==> src/rtl/core/ppq_pkg.sv <==
// ----------------------------------------------------------------------------
// ppq_pkg: shared constants and types for the two-pool task queue
// Pool and FIFO sizes, derived widths, opcodes and the slot pick struct.
// ----------------------------------------------------------------------------
package ppq_pkg;

    localparam int SLOTS_PER_POOL = 16;
    localparam int OVERFLOW_DEPTH = 16;
    localparam int TASK_ID_BITS   = 16;

    // width of the identifier port, and the bits that are actually kept
    localparam int ID_PORT_W = 16;
    localparam int ID_W      = (TASK_ID_BITS < ID_PORT_W) ? TASK_ID_BITS : ID_PORT_W;

    localparam int SLOT_W         = (SLOTS_PER_POOL > 1) ? $clog2(SLOTS_PER_POOL) : 1;
    localparam int SLOT_MEM_DEPTH = 2 << SLOT_W;

    localparam int PTR_W = (OVERFLOW_DEPTH > 1) ? $clog2(OVERFLOW_DEPTH) : 1;
    localparam int CNT_W = $clog2(OVERFLOW_DEPTH + 1);

    localparam logic OP_INSERT = 1'b0;
    localparam logic OP_POP    = 1'b1;

    typedef struct packed {
        logic              hit;
        logic [SLOT_W-1:0] idx;
    } pick_t;

endpackage

==> src/rtl/core/ping_pong_task_pool_queue.sv <==
// ----------------------------------------------------------------------------
// ping_pong_task_pool_queue: two slot pools plus an overflow FIFO
// Inserts go to the lowest free slot of the selected pool or the FIFO; pops
// take the lowest occupied slot of the current pool, the other pool, or the
// FIFO head.
//
//   channel  | dir | tdata            | tuser (low bit up)
//   ---------+-----+------------------+--------------------------------------
//   s_axis   | in  | task_id[15:0]    | opcode, progressed
//   m_axis   | out | out_task_id[15:0]| task_found, went_to_overflow,
//            |     |                  | insert_dropped
//
// For each request, the accept cycle runs the slot search and issues the
// memory access, the next cycle picks up the registered read data.
// A new request is accepted only after the last has left its response cycle.
// An output stall holds the block in its response cycle; the result register
// holds one finished result while the next request is already accepted.
// Reset clears valid bits, pointers, count and pool bit; memories need none.
// ----------------------------------------------------------------------------
module ping_pong_task_pool_queue
    import ppq_pkg::*;
(
    input  logic        clk,
    input  logic        rst_n,
    input  logic        s_axis_tvalid,
    output logic        s_axis_tready,
    input  logic [15:0] s_axis_tdata,   // task_id
    input  logic [1:0]  s_axis_tuser,   // opcode, progressed
    output logic        m_axis_tvalid,
    input  logic        m_axis_tready,
    output logic [15:0] m_axis_tdata,   // out_task_id
    output logic [2:0]  m_axis_tuser    // task_found, went_to_overflow, insert_dropped
);

    localparam logic S_IDLE = 1'b0;
    localparam logic S_RESP = 1'b1;

    logic state_reg, state_next;

    logic [1:0][SLOTS_PER_POOL-1:0] slot_valid_reg, slot_valid_next;
    logic                           cur_pool_reg, cur_pool_next;
    logic [PTR_W-1:0]               head_reg, head_next;
    logic [PTR_W-1:0]               tail_reg, tail_next;
    logic [CNT_W-1:0]               fifo_cnt_reg, fifo_cnt_next;

    logic pend_found_reg, pend_found_next;
    logic pend_fifo_reg, pend_fifo_next;
    logic pend_ovf_reg, pend_ovf_next;
    logic pend_drop_reg, pend_drop_next;

    logic        out_valid_reg, out_valid_next;
    logic [15:0] out_data_reg, out_data_next;
    logic [2:0]  out_flags_reg, out_flags_next;

    // memories
    logic [ID_W-1:0] slot_mem [0:SLOT_MEM_DEPTH-1];
    logic [ID_W-1:0] fifo_mem [0:OVERFLOW_DEPTH-1];
    logic [ID_W-1:0] slot_rdata_reg;
    logic [ID_W-1:0] fifo_rdata_reg;

    logic            slot_we, slot_re;
    logic [SLOT_W:0] slot_addr;
    logic            fifo_we, fifo_re;

    logic            accept;
    logic            is_pop;
    logic            ins_pool;
    logic [ID_W-1:0] tid;
    logic            load_out;
    logic [ID_W-1:0] pend_id;

    pick_t pick_free, pick_cur, pick_oth;

    ppq_pick u_pick_free
    (
        .mask (~slot_valid_reg[ins_pool]),
        .pick (pick_free)
    );

    ppq_pick u_pick_cur
    (
        .mask (slot_valid_reg[cur_pool_reg]),
        .pick (pick_cur)
    );

    ppq_pick u_pick_oth
    (
        .mask (slot_valid_reg[~cur_pool_reg]),
        .pick (pick_oth)
    );

    assign s_axis_tready = (state_reg == S_IDLE);
    assign accept        = s_axis_tvalid && s_axis_tready;
    assign is_pop        = (s_axis_tuser[0] == OP_POP);
    assign ins_pool      = s_axis_tuser[1] ^ cur_pool_reg;
    assign tid           = s_axis_tdata[ID_W-1:0];

    function automatic logic [PTR_W-1:0] wrap_inc(input logic [PTR_W-1:0] p);
        logic [PTR_W-1:0] r;
        begin
            r = (p == PTR_W'(OVERFLOW_DEPTH - 1)) ? '0 : p + 1'b1;
            return r;
        end
    endfunction

    always_comb
    begin
        slot_valid_next = slot_valid_reg;
        cur_pool_next   = cur_pool_reg;
        head_next       = head_reg;
        tail_next       = tail_reg;
        fifo_cnt_next   = fifo_cnt_reg;
        pend_found_next = pend_found_reg;
        pend_fifo_next  = pend_fifo_reg;
        pend_ovf_next   = pend_ovf_reg;
        pend_drop_next  = pend_drop_reg;
        slot_we         = 1'b0;
        slot_re         = 1'b0;
        slot_addr       = {ins_pool, pick_free.idx};
        fifo_we         = 1'b0;
        fifo_re         = 1'b0;

        if (accept)
        begin
            pend_found_next = 1'b0;
            pend_fifo_next  = 1'b0;
            pend_ovf_next   = 1'b0;
            pend_drop_next  = 1'b0;
            if (!is_pop)
            begin
                if (pick_free.hit)
                begin
                    slot_we = 1'b1;
                    slot_valid_next[ins_pool][pick_free.idx] = 1'b1;
                end
                else if (fifo_cnt_reg < CNT_W'(OVERFLOW_DEPTH))
                begin
                    fifo_we       = 1'b1;
                    tail_next     = wrap_inc(tail_reg);
                    fifo_cnt_next = fifo_cnt_reg + 1'b1;
                    pend_ovf_next = 1'b1;
                end
                else
                begin
                    pend_drop_next = 1'b1;
                end
            end
            else if (pick_cur.hit)
            begin
                slot_re         = 1'b1;
                slot_addr       = {cur_pool_reg, pick_cur.idx};
                pend_found_next = 1'b1;
                slot_valid_next[cur_pool_reg][pick_cur.idx] = 1'b0;
            end
            else
            begin
                // current pool empty: switch pools, then fall back to the FIFO
                cur_pool_next = ~cur_pool_reg;
                if (pick_oth.hit)
                begin
                    slot_re         = 1'b1;
                    slot_addr       = {~cur_pool_reg, pick_oth.idx};
                    pend_found_next = 1'b1;
                    slot_valid_next[~cur_pool_reg][pick_oth.idx] = 1'b0;
                end
                else if (fifo_cnt_reg != '0)
                begin
                    fifo_re         = 1'b1;
                    head_next       = wrap_inc(head_reg);
                    fifo_cnt_next   = fifo_cnt_reg - 1'b1;
                    pend_found_next = 1'b1;
                    pend_fifo_next  = 1'b1;
                end
            end
        end
    end

    // response cycle: move the finished result into the output register
    assign load_out = (state_reg == S_RESP) && (!out_valid_reg || m_axis_tready);
    assign pend_id  = pend_fifo_reg ? fifo_rdata_reg : slot_rdata_reg;

    always_comb
    begin
        state_next     = state_reg;
        out_valid_next = out_valid_reg;
        out_data_next  = out_data_reg;
        out_flags_next = out_flags_reg;

        if (out_valid_reg && m_axis_tready)
        begin
            out_valid_next = 1'b0;
        end

        case (state_reg)
            S_IDLE:
            begin
                if (accept)
                begin
                    state_next = S_RESP;
                end
            end
            S_RESP:
            begin
                if (load_out)
                begin
                    state_next     = S_IDLE;
                    out_valid_next = 1'b1;
                    out_data_next  = pend_found_reg ? 16'(pend_id) : '0;
                    out_flags_next = {pend_drop_reg, pend_ovf_reg, pend_found_reg};
                end
            end
            default:
            begin
                state_next = S_IDLE;
            end
        endcase
    end

    always_ff @(posedge clk or negedge rst_n)
    begin
        if (!rst_n)
        begin
            state_reg      <= S_IDLE;
            slot_valid_reg <= '0;
            cur_pool_reg   <= 1'b0;
            head_reg       <= '0;
            tail_reg       <= '0;
            fifo_cnt_reg   <= '0;
            out_valid_reg  <= 1'b0;
        end
        else
        begin
            state_reg      <= state_next;
            slot_valid_reg <= slot_valid_next;
            cur_pool_reg   <= cur_pool_next;
            head_reg       <= head_next;
            tail_reg       <= tail_next;
            fifo_cnt_reg   <= fifo_cnt_next;
            out_valid_reg  <= out_valid_next;
        end
    end

    always_ff @(posedge clk)
    begin
        pend_found_reg <= pend_found_next;
        pend_fifo_reg  <= pend_fifo_next;
        pend_ovf_reg   <= pend_ovf_next;
        pend_drop_reg  <= pend_drop_next;
        out_data_reg   <= out_data_next;
        out_flags_reg  <= out_flags_next;
    end

    // slot memory: one port, registered read
    always_ff @(posedge clk)
    begin
        if (slot_we)
        begin
            slot_mem[slot_addr] <= tid;
        end
        if (slot_re)
        begin
            slot_rdata_reg <= slot_mem[slot_addr];
        end
    end

    // overflow FIFO memory
    always_ff @(posedge clk)
    begin
        if (fifo_we)
        begin
            fifo_mem[tail_reg] <= tid;
        end
        if (fifo_re)
        begin
            fifo_rdata_reg <= fifo_mem[head_reg];
        end
    end

    assign m_axis_tvalid = out_valid_reg;
    assign m_axis_tdata  = out_data_reg;
    assign m_axis_tuser  = out_flags_reg;

endmodule

==> src/rtl/core/ppq_pick.sv <==
// ----------------------------------------------------------------------------
// ppq_pick: lowest-set-bit priority encoder over one pool mask
// Reports whether any bit is set and the index of the lowest one.
// ----------------------------------------------------------------------------
module ppq_pick
    import ppq_pkg::*;
(
    input  logic [SLOTS_PER_POOL-1:0] mask,
    output pick_t                     pick
);

    always_comb
    begin
        pick.hit = |mask;
        pick.idx = '0;
        // scan from the top so the lowest set bit wins
        for (int i = SLOTS_PER_POOL - 1; i >= 0; i--)
        begin
            if (mask[i])
            begin
                pick.idx = SLOT_W'(i);
            end
        end
    end

endmodule

==> config.mk <==
export PLATFORM = sky130hd
export DESIGN_NAME = ping_pong_task_pool_queue
export DESIGN_NICKNAME = d
export VERILOG_FILES = /design/src/rtl/core/ppq_pkg.sv /design/src/rtl/core/ping_pong_task_pool_queue.sv /design/src/rtl/core/ppq_pick.sv
export SDC_FILE = /design/constraint.sdc
export NUM_CORES = 1
export LEC_CHECK = 0
export BUFFER_PORTS_ARGS = -buffer_cell sky130_fd_sc_hd__buf_4
export CORE_ASPECT_RATIO = 1.4
export CORE_UTILIZATION = 25
export DETAILED_ROUTE_END_ITERATION = 6
export HOLD_SLACK_MARGIN = 0.15
export PLACE_DENSITY = 0.42
export SLEW_MARGIN = 20
export SYNTH_ARGS = -nofsm -noshare
export SYNTH_HDL_FRONTEND = slang
export SYNTH_SLANG_ARGS = --single-unit
export TNS_END_PERCENT = 20
==> constraint.sdc <==
create_clock -name clk -period 5.2 [get_ports clk]
set_clock_uncertainty 0.05 [all_clocks]
set_input_delay 0.52 -clock clk [delete_from_list [all_inputs] [get_ports clk]]
set_output_delay 0.52 -clock clk [all_outputs]
set_load 0.005 [all_outputs]
Word-level counts from Yosys, hierarchy flattened
Memory sizes are Yosys's and may differ from the RTL's. A register that Yosys moved wholly into a read port is not among the register bits.
Index checks and enable logic that the tools add are counted.
{"block": "word_totals", "regBits": 71, "ram_bits": 768, "inputBits": 22, "n_memories": 2}
{"memory": "slot_mem", "depth": 32, "word_bits": 16, "read_ports": 1, "rd_clocked_by_memory_dff": 1, "write_ports": 1, "line": "ping_pong_task_pool_queue.sv:56", "text": "logic [ID_W-1:0] slot_mem [0:SLOT_MEM_DEPTH-1];"}
{"memory": "fifo_mem", "depth": 16, "word_bits": 16, "read_ports": 1, "rd_clocked_by_memory_dff": 1, "write_ports": 1, "line": "ping_pong_task_pool_queue.sv:57", "text": "logic [ID_W-1:0] fifo_mem [0:OVERFLOW_DEPTH-1];"}
{"block": "op_classes", "n_addsub": 4, "magnitude_cmp": 13, "n_eq_ne": 7, "muxes": 112, "n_bitwise": 13, "reduce_logical": 24}
{"operator": "two-way mux 4 bit", "count": 50}
{"operator": "two-way mux 16 bit", "count": 10}
{"operator": "two-way mux 32 bit", "count": 4}
{"operator": "bitwise AND 32 bit", "count": 2}
{"operator": "inverter 32 bit", "count": 2}
{"operator": "two-way mux 5 bit", "count": 10}
{"operator": "demux 16 bit (select 1 bit)", "count": 3}
{"operator": "OR reduction 16 bit", "count": 3}
{"operator": "OR 32 bit", "count": 1}
{"operator": "two-way mux 1 bit", "count": 31}
{"operator": "OR reduction 17 bit", "count": 1}
{"operator": "inverter 16 bit", "count": 1}
{"operator": "less-than comparator 4 x 5 -> 1 bit (second input constant)", "count": 3}
{"operator": "demux 1 bit (select 4 bit)", "count": 3}
{"operator": ">= comparator 4 x 1 -> 1 bit (second input constant)", "count": 3}
{"operator": "logical AND 1 bit", "count": 9}
{"operator": "adder 4 x 1 -> 4 bit (second input constant)", "count": 2}
{"operator": "equality test 4 bit (second input constant)", "count": 2}
{"operator": "less-than comparator 1 x 2 -> 1 bit (second input constant)", "count": 3}
{"operator": "!= test 2 bit (second input constant)", "count": 3}
{"operator": "inverter 1 bit", "count": 6}
{"operator": "AND reduction 3 bit", "count": 2}
{"operator": "AND reduction 6 bit", "count": 1}
{"operator": "adder 5 x 1 -> 5 bit (second input constant)", "count": 1}
{"operator": "other kinds (14)", "count": 17}

Logic depth before layout (Yosys ltp)
Gate-level depths: netlist (run 1).
{"block": "depth", "depth_word": 30, "mapped_depth": 16, "mapped_depth_nobuf": 10}

By module
From an unflattened synthesis (run 1), not the netlist that was laid out.
{"block": "hier_totals", "hier_cells": 2386, "area_unflattened_um2": 36037.1}
{"module": "ping_pong_task_pool_queue", "instances": 1, "cells_per_inst": 2284, "area_each_um2": 35507.8}
{"module": "ppq_pick", "instances": 3, "cells_per_inst": 34, "area_each_um2": 176.4}

Least setup slack after synthesis (run 1)
Ideal clock, no wire load.
{"block": "synth_timing", "path_type": "in2reg", "from": "in s_axis_tuser[1]", "to": "mem fifo_mem[3][0] (netlist name) (enable)", "setup_ns": 0.409, "arrival_ns": 3.451, "required_time_ns": 4.741, "slack_ns": 1.290, "path_stages": 8, "path_buffers": 1, "path_cell_list": "xor2_2 -> mux2i_1 -> nand2_1 -> nor3_1 -> and3_1 -> clkbuf_1 -> nand2_1 -> nor3_1"}
{"block": "synth_between", "elab_chain_cells": 10}
{"item": "start: declaration", "line": "ping_pong_task_pool_queue.sv:28", "text": "input logic [1:0] s_axis_tuser,"}
{"item": "XOR 1 bit", "line": "ping_pong_task_pool_queue.sv:95", "text": "assign ins_pool = s_axis_tuser[1] ^ cur_pool_reg;"}
{"item": "two-way mux 16 bit (implied by the code) (2 in series)", "line": "ping_pong_task_pool_queue.sv:76", "text": ".mask (~slot_valid_reg[ins_pool]),"}
{"item": "inverter 16 bit", "line": "ping_pong_task_pool_queue.sv:76"}
{"item": "OR reduction 16 bit", "line": "ppq_pick.sv:14", "text": "pick.hit = |mask;"}
{"item": "two-way mux 1 bit (2 in series)"}
{"item": "two-way mux 1 bit", "line": "ping_pong_task_pool_queue.sv:123", "text": "if (accept)"}
{"item": "two-way mux 1 bit", "line": "ping_pong_task_pool_queue.sv:269", "text": "if (fifo_we)"}
{"item": "two-way mux 1 bit (implied by the code)", "line": "ping_pong_task_pool_queue.sv:271", "text": "fifo_mem[tail_reg] <= tid;"}
{"item": "end: declaration", "line": "ping_pong_task_pool_queue.sv:57"}
No other way between the ends. The select of a mux whose other input is x is not followed.

Worst setup path after layout (run 1)
{"block": "layout_timing", "from": "reg slot_valid_reg[20] (netlist name)", "to": "reg slot_rdata_reg[10] (read register of slot_mem), data pin"}
{"block": "layout_between", "elab_chain_cells": 12, "elab_cells_between_ends": 32, "classes_between": "mux (29); bitwise (1); reduce/logical (2)"}
{"item": "start: declaration", "line": "ping_pong_task_pool_queue.sv:40", "text": "logic [1:0][SLOTS_PER_POOL-1:0] slot_valid_reg, slot_valid_next;"}
{"item": "start signal: assignment", "line": "ping_pong_task_pool_queue.sv:234", "text": "slot_valid_reg <= slot_valid_next;"}
{"item": "two-way mux 16 bit (implied by the code) (2 in series)", "line": "ping_pong_task_pool_queue.sv:76"}
{"item": "inverter 16 bit", "line": "ping_pong_task_pool_queue.sv:76"}
{"item": "two-way mux 4 bit (5 in series)", "line": "ppq_pick.sv:19", "text": "if (mask[i])"}
{"item": "two-way mux 5 bit", "line": "ping_pong_task_pool_queue.sv:159", "text": "if (pick_oth.hit)"}
{"item": "two-way mux 5 bit", "line": "ping_pong_task_pool_queue.sv:148", "text": "else if (pick_cur.hit)"}
{"item": "two-way mux 5 bit", "line": "ping_pong_task_pool_queue.sv:129", "text": "if (!is_pop)"}
{"item": "two-way mux 5 bit", "line": "ping_pong_task_pool_queue.sv:123"}
{"item": "end: declaration", "line": "ping_pong_task_pool_queue.sv:58", "text": "logic [ID_W-1:0] slot_rdata_reg;"}
Parallel ways exist; a longest one is shown, timed or not. The select of a mux whose other input is x is not followed.
A chain may end at the register's enable or synchronous reset.

==> results of run 1 <==
-- layout make-up --
type                       count  share of cell area, %
sequential                   871                   61.4
multi-input combinational   1184                   22.2
tap                         1909                   5.66
clock buffer                 109                   5.51
timing repair buffer         185                   3.73
clock inverter                55                   1.32
inverter                      19                  0.169
antenna                        4                 0.0237
-- cells by family after synthesis --
kind of cell             after synthesis  synth area share [%]
flip-flops                           871                  72.2
AND/OR/NAND/NOR                      390                  5.65
AO/OA/AOI/OAI                        364                  6.87
XOR/XNOR                              12                 0.376
buffers and inverters                129                  1.95
adder cells (fa/ha/maj)                9                 0.335
multiplexers                         409                  12.7
-- layer usage --
| layer | up-vias | track usage, % |
|---|---|---|
| met3 | 132 | 2.11 |
| li1 | 9003 | - |
| met4 | 0 | 3.65 |
| met5 | - | 0 |
| met1 | 10400 | 17.4 |
| met2 | 426 | 26.9 |
-- synth_stat cells, drive strengths merged (4+ instances only) --
library cell    n
and3            6
edfxtp        823
buf            69
nor2b          40
nand2b         16
xnor2          10
nand2         113
clkbuf         41
a211oi         35
ha              8
a2bb2oi        11
dfrtp          48
a221oi         18
a21o            6
nor3           46
a21oi          82
nor3b          18
o211ai         19
o22a            4
a22o            4
a22oi          32
or2             8
mux2i         346
and2            6
nor2           75
a31oi           4
or3            11
nand3          17
nand4          20
inv            19
o21ai          45
mux2           30
mux4           33
o22ai          82
-- power by group --
part / internal, mW / switching, mW / total, mW / leakage [nW]
clock: 3.60 / 2.77 / 6.37 / 1.40
combinational: 2.17 / 3.16 / 5.33 / 5.32
sequential: 7.92 / 0.350 / 8.27 / 8.05
-- critical path: stages, from the launching register on --
cell and delay (ns):
sky130_fd_sc_hd__dfrtp_1 0.57, sky130_fd_sc_hd__nor3b_1 0.22, sky130_fd_sc_hd__nor4_1 0.42, sky130_fd_sc_hd__o22ai_1 0.16, sky130_fd_sc_hd__a211oi_1 0.62, sky130_fd_sc_hd__nor3_2 0.15, sky130_fd_sc_hd__o31ai_4 0.53, sky130_fd_sc_hd__buf_4 0.27
sky130_fd_sc_hd__buf_12 0.32, sky130_fd_sc_hd__a211oi_1 0.22, sky130_fd_sc_hd__a21oi_1 0.73, sky130_fd_sc_hd__nand4_1 0.17
-- worst paths after layout --
path | start | endpoint | slack (ns) | depth (start not counted)
worst max-delay path | slot_valid_reg[20] | slot_rdata_reg[10] | 0.43 | 11
worst min-delay path | s_axis_tdata[3] | fifo_mem[0][3] | 0.28 | 1
worst max register to register | slot_valid_reg[20] | slot_rdata_reg[10] | 0.43 | 11
worst min register to register | pend_drop_reg | m_axis_tuser[2] | 0.37 | 0
max in group asynchronous | rst_n | head_reg[0] | 4.15 | 2
min in group asynchronous | rst_n | slot_valid_reg[23] | 0.36 | 2
-- per-stage QoR --
step                hold WS (ns)  utilization [%]
finish                     0.278             29.6
global route               0.275             29.6
CTS                        0.241             29.6
detailed placement         0.366             27.5
global placement           0.375             27.5
floorplan                  0.174                -
==> flow_metrics.env, run 1 <==
export IMPL_global_route_usage_total_pct=14.5
export IMPL_drc=0
export IMPL_critical_path_class="flop to flop"
export IMPL_setup_worst_path_start_class="flop"
export IMPL_number_of_synthesized_register_bits=871
export IMPL_placementRows=164
export IMPL_post_place_cells=4164
export IMPL_final_max_slew_violation_count=0
export IMPL_syn_nets=2215
export IMPL_routabilityCongestion=0.782
export IMPL_tritoncts="yes"
export IMPL_detail_route_iter0_violations=1485
export IMPL_worst_slew_pin_slew_ns=1.04
export IMPL_clk_latency_ns=0.70
export IMPL_ir_drop_mv=0.318
export IMPL_classification_of_the_worst_slack_hold_path="primary input to flop"
export IMPL_grt_start_max_net_pins=61
export IMPL_status="finished, final reports clean"
export IMPL_layout_commonest_cell="sky130_fd_sc_hd__edfxtp_1"
export IMPL_finalPower_mw=20.0
export IMPL_clock_tree_htree_level_count=3
export IMPL_num_vias=20000
export IMPL_cts_made_buffers=89
export IMPL_post_synth_top_area_cell="sky130_fd_sc_hd__edfxtp_1"
export IMPL_synth_area_um2=35900
export IMPL_clkTransAtPathRegs_ns=0.06
export IMPL_top_level_ports=43
export IMPL_layout_cell_area_non_filler_um2=42200
export IMPL_grt_pass1_vias=20500
export IMPL_numPortBuffers=42
export IMPL_fillers=14100
export IMPL_finalSetupViolCount=0
export IMPL_vias_per_cell=4.60
export IMPL_final_non_filler_cells=4336
export IMPL_post_synth_main_area_contributors="sky130_fd_sc_hd__edfxtp_1, sky130_fd_sc_hd__mux2i_1, sky130_fd_sc_hd__dfrtp_1"
export IMPL_routed_wl_met3_um=3810
export IMPL_post_cts_buffers=0
export IMPL_cts_hold_fix_buffers=4
export IMPL_power_leakage_nw=14.8
export IMPL_final_antenna_net_count=0
export IMPL_wirelength_um=106000
export IMPL_p_per_area_nw_per_um2=473
export IMPL_ys_warn_count=0
export IMPL_rsz0062_at_grt="no"
export IMPL_highest_signal_layer="met4"
export IMPL_signed_area_change_from_the_synthesized_netlist_to_the_final_layout_pct=17.5
export IMPL_worst_ep_required_time_ns=5.56
export IMPL_timing_setup_tns_ns=0
export IMPL_synth_seq_area_share_pct=72.2
export IMPL_hold_viol_final=0
export IMPL_timing_slew_headroom_pct=30.6
export IMPL_crit_arrival_ns=5.13
export IMPL_async_reset_ff_share_pct=5.51
export IMPL_ctsRootBufferMaster="sky130_fd_sc_hd__clkbuf_16"
export IMPL_dr_wl_met2_um=56500
export IMPL_most_common_layout_cells="sky130_fd_sc_hd__edfxtp_1, sky130_fd_sc_hd__mux2i_1, sky130_fd_sc_hd__buf_4"
export IMPL_met1Wirelength_um=42900
export IMPL_synth_edf_count=823
export IMPL_postSynth_topFlopCell="sky130_fd_sc_hd__edfxtp_1"
export IMPL_dp_hpwl_um=67300
export IMPL_largest_register_ffs=512
export IMPL_top_fanout_value_on_the_critical_path=60
export IMPL_finish_net_count=2381
export IMPL_grt_overflow_total=0
export IMPL_die_height_um=450
export IMPL_fp_coreArea_um2=143000
export IMPL_drt_wirelength_per_cell_um=24.4
export IMPL_netlist_cell_type_count=79
export IMPL_cts_path_max_buffers=3
export IMPL_max_capacitance_violation_count=0
export IMPL_floorplan_initialDensity_pct=25.2
export IMPL_syn_avg_cell_area_um2=16.4
export IMPL_number_of_antenna_violations_at_the_first_check_in_global_routing=3
export IMPL_total_area_of_multi_input_combinational_cells_um2=9350
export IMPL_firstDrtPassIters=5
export IMPL_post_cts_resize_count=0
export IMPL_synth_top_cell_area_share_pct=68.8
export IMPL_fin_crit_sh_pct=91.7
export IMPL_cells_after_synthesis=2184
export IMPL_clock_sinks=871
export IMPL_maximum_operating_frequency_ghz=0.210
export IMPL_critPathCaptureType="flop"
export IMPL_dpl_cell_area_um2=39300
export IMPL_layout_setup_ws_ns=0.433
export IMPL_drive_gt1_share_pct=17.5
export IMPL_post_place_ws_ns=0.307
export IMPL_grt_first_pass_wirelength_um=151000
export IMPL_die_x_um=322
export IMPL_finalWorstPathRequiredPeriod_ns=4.77
export IMPL_die_area_um2=145000
export IMPL_combined_flip_flop_and_latch_cell_area_um2=25900
Note: power is estimated with default switching activity, not from simulation.
==> inputs of run 2 (changes only) <==
--- a/config.mk
+++ b/config.mk
@@ -12,5 +12,5 @@
 export HOLD_SLACK_MARGIN = 0.15
 export PLACE_DENSITY = 0.42
-export SLEW_MARGIN = 20
+export SLEW_MARGIN = 0
 export SYNTH_ARGS = -nofsm -noshare
 export SYNTH_HDL_FRONTEND = slang
==> constraint.sdc (replaced) <==
create_clock -name clk -period 5.2 [get_ports clk]
set_clock_uncertainty 0.05 [all_clocks]
set_input_delay 1.04 -clock clk [delete_from_list [all_inputs] [get_ports clk]]
set_output_delay 1.04 -clock clk [all_outputs]
set_load 0.005 [all_outputs]
==> run 2 against run 1 <==
  * Sequential power barely moved
  * Count of clock-buffer cells in the layout decreased by 2
  * Register-to-register slack gained 0.09 ns
  * First-iteration DRC count decreased by 11%
  * Clock power increased by 3%
  * Flip-flop and latch count unchanged
  * Final cell count fell by 0.25%
  * The run now ends with design-rule violations left
  * Global-route usage shrank 0.099 points
  * Via count shrank 0.73%
  * Die area unchanged
  * Worst hold slack better by 0.057 ns
  * Routed wire length fell by 0.98%
==> flow_metrics.env, run 2 (synthesis results as in run 1) <==
export IMPL_clock_tree_htree_level_count=3
export IMPL_clock_sinks=871
export IMPL_detail_route_iter0_violations=1316
export IMPL_largest_register_ffs=512
export IMPL_die_height_um=450
export IMPL_global_route_usage_total_pct=14.4
export IMPL_classification_of_the_worst_slack_hold_path="primary input to async pin"
export IMPL_fin_crit_sh_pct=90.0
export IMPL_num_vias=19800
export IMPL_cts_path_max_buffers=3
export IMPL_layout_setup_ws_ns=0.522
export IMPL_ir_drop_mv=0.250
export IMPL_signed_area_change_from_the_synthesized_netlist_to_the_final_layout_pct=17.8
export IMPL_worst_path_dominant_cell_family="simple AND/OR/NAND/NOR gates"
export IMPL_layout_commonest_cell="sky130_fd_sc_hd__edfxtp_1"
export IMPL_maximum_operating_frequency_ghz=0.214
export IMPL_grt_first_pass_wirelength_um=150000
export IMPL_worst_ep_required_time_ns=5.56
export IMPL_number_of_antenna_violations_at_the_first_check_in_global_routing=2
export IMPL_cp_common_cell="sky130_fd_sc_hd__buf_4"
export IMPL_top_fanout_value_on_the_critical_path=43
export IMPL_wirelength_um=105000
export IMPL_top_level_ports=43
export IMPL_critPathCaptureType="flop"
export IMPL_crit_path_cell_trace="buf_4 > nor3b_1 > o22a_2 > and4_1 > a21oi_4 > o21ai_4 > nor2_1 > nand2_1 > buf_4 > a211oi_1 > a21oi_1 > nand4_1"
export IMPL_post_cts_buffers=0
export IMPL_fp_coreArea_um2=143000
export IMPL_dpl_cell_area_um2=39300
export IMPL_drt_wirelength_per_cell_um=24.2
export IMPL_max_capacitance_violation_count=0
export IMPL_hold_viol_final=0
export IMPL_crit_path_max_incr_delay_ns=0.85
export IMPL_grt_pass1_vias=20900
export IMPL_final_antenna_net_count=0
export IMPL_cts_made_buffers=90
export IMPL_die_area_um2=145000
export IMPL_finalWorstPathRequiredPeriod_ns=4.68
export IMPL_routabilityCongestion=0.845
export IMPL_grt_overflow_total=0
export IMPL_cp_buffers_inverters=2
export IMPL_placementRows=164
export IMPL_p_per_area_nw_per_um2=478
export IMPL_tritoncts="yes"
export IMPL_drive_gt1_share_pct=17.5
export IMPL_timing_slew_headroom_pct=28.1
export IMPL_drc=2
export IMPL_setup_worst_path_start_class="flop"
export IMPL_vias_per_cell=4.58
export IMPL_die_x_um=322
export IMPL_numPortBuffers=42
export IMPL_power_leakage_nw=14.8
export IMPL_rsz0062_at_grt="no"
export IMPL_dp_hpwl_um=66300
export IMPL_post_place_ws_ns=0.448
export IMPL_failed_checks="design-rule violations"
export IMPL_cp_slowest_cell="sky130_fd_sc_hd__dfrtp_2"
export IMPL_grt_start_max_net_pins=60
export IMPL_whs_ns=0.335
export IMPL_worst_slew_pin_slew_ns=1.08
export IMPL_most_common_layout_cells="sky130_fd_sc_hd__edfxtp_1, sky130_fd_sc_hd__mux2i_1, sky130_fd_sc_hd__buf_4"
export IMPL_timing_setup_tns_ns=0
export IMPL_critical_path_class="flop to flop"
export IMPL_clkTransAtPathRegs_ns=0.06
export IMPL_ctsRootBufferMaster="sky130_fd_sc_hd__clkbuf_16"
export IMPL_floorplan_initialDensity_pct=25.2
export IMPL_post_cts_resize_count=0
export IMPL_fillers=14000
export IMPL_layout_cell_area_non_filler_um2=42300
export IMPL_firstDrtPassIters=7
export IMPL_crit_arrival_ns=5.04
export IMPL_status="complete, but fails checks"
export IMPL_cts_hold_fix_buffers=0
export IMPL_final_max_slew_violation_count=0
export IMPL_finish_net_count=2371
export IMPL_clk_latency_ns=0.73
export IMPL_finalSetupViolCount=0
[run 2: cell count changes in the layout (fill, tap and decap cells not counted), moves of 2 or more]
cell	change
sky130_fd_sc_hd__clkinvlp_4	+4
sky130_fd_sc_hd__clkinv_2	+3
sky130_fd_sc_hd__buf_4	-15
sky130_fd_sc_hd__dlygate4sd3_1	-4
sky130_fd_sc_hd__inv_16	-2
sky130_fd_sc_hd__buf_12	+8
sky130_fd_sc_hd__clkinv_1	-4
sky130_fd_sc_hd__clkinv_16	+4
sky130_fd_sc_hd__clkbuf_1	-4
[run 2: path summary, 6_finish.rpt]
kind	startpoint	slack, ns	cells past startpoint	to
hold reg to reg	pend_ovf_reg	0.38	0	m_axis_tuser[1]
hold / removal	rst_n	0.33	1	slot_valid_reg[23]
min in group clk	pend_ovf_reg	0.38	0	m_axis_tuser[1]
setup / recovery	cur_pool_reg	0.52	12	slot_rdata_reg[9]
max in group asynchronous	rst_n	4.18	1	head_reg[0]
setup reg to reg	cur_pool_reg	0.52	12	slot_rdata_reg[9]
[run 2: final cells by class]
| class | count | area (um2) | area share, % |
|---|---|---|---|
| Clock buffer | 107 | 2350 | 5.55 |
| Multi-Input combinational cell | 1184 | 9350 | 22.1 |
| Tap cell | 1909 | 2390 | 5.65 |
| Clock inverter | 57 | 633 | 1.50 |
| Sequential cell | 871 | 25900 | 61.3 |
| Timing Repair Buffer | 174 | 1580 | 3.74 |
| Antenna cell | 4 | 10.0 | 0.0237 |
| Inverter | 19 | 71.3 | 0.169 |
[run 2: metrics by stage]
step | cells | utilization, % | power (mW)
global placement | 4157 | 27.6 | 13.9
floorplan | 2184 | - | 12.0
CTS | 4321 | 29.7 | 20.5
finish | 4325 | 29.7 | 20.2
detailed placement | 4157 | 27.6 | 13.9
global route | 4322 | 29.7 | 21.1
[run 2: power breakdown]
part	leakage [nW]	internal (mW)	switching, mW	total, mW
clock network	1.43	3.66	2.88	6.54
registers	8.05	7.92	0.329	8.25
logic	5.29	2.17	3.26	5.43
total	14.8	13.8	6.47	20.2
[run 2: metal layers]
layer  vias to the layer above  wire, um  GRT usage (%)
li1                       8971         -              -
met1                     10300     42900           17.1
met2                       360     56000           26.6
met3                       145      3340           1.96
met4                         0      2490           4.45
met5                         -         0              0
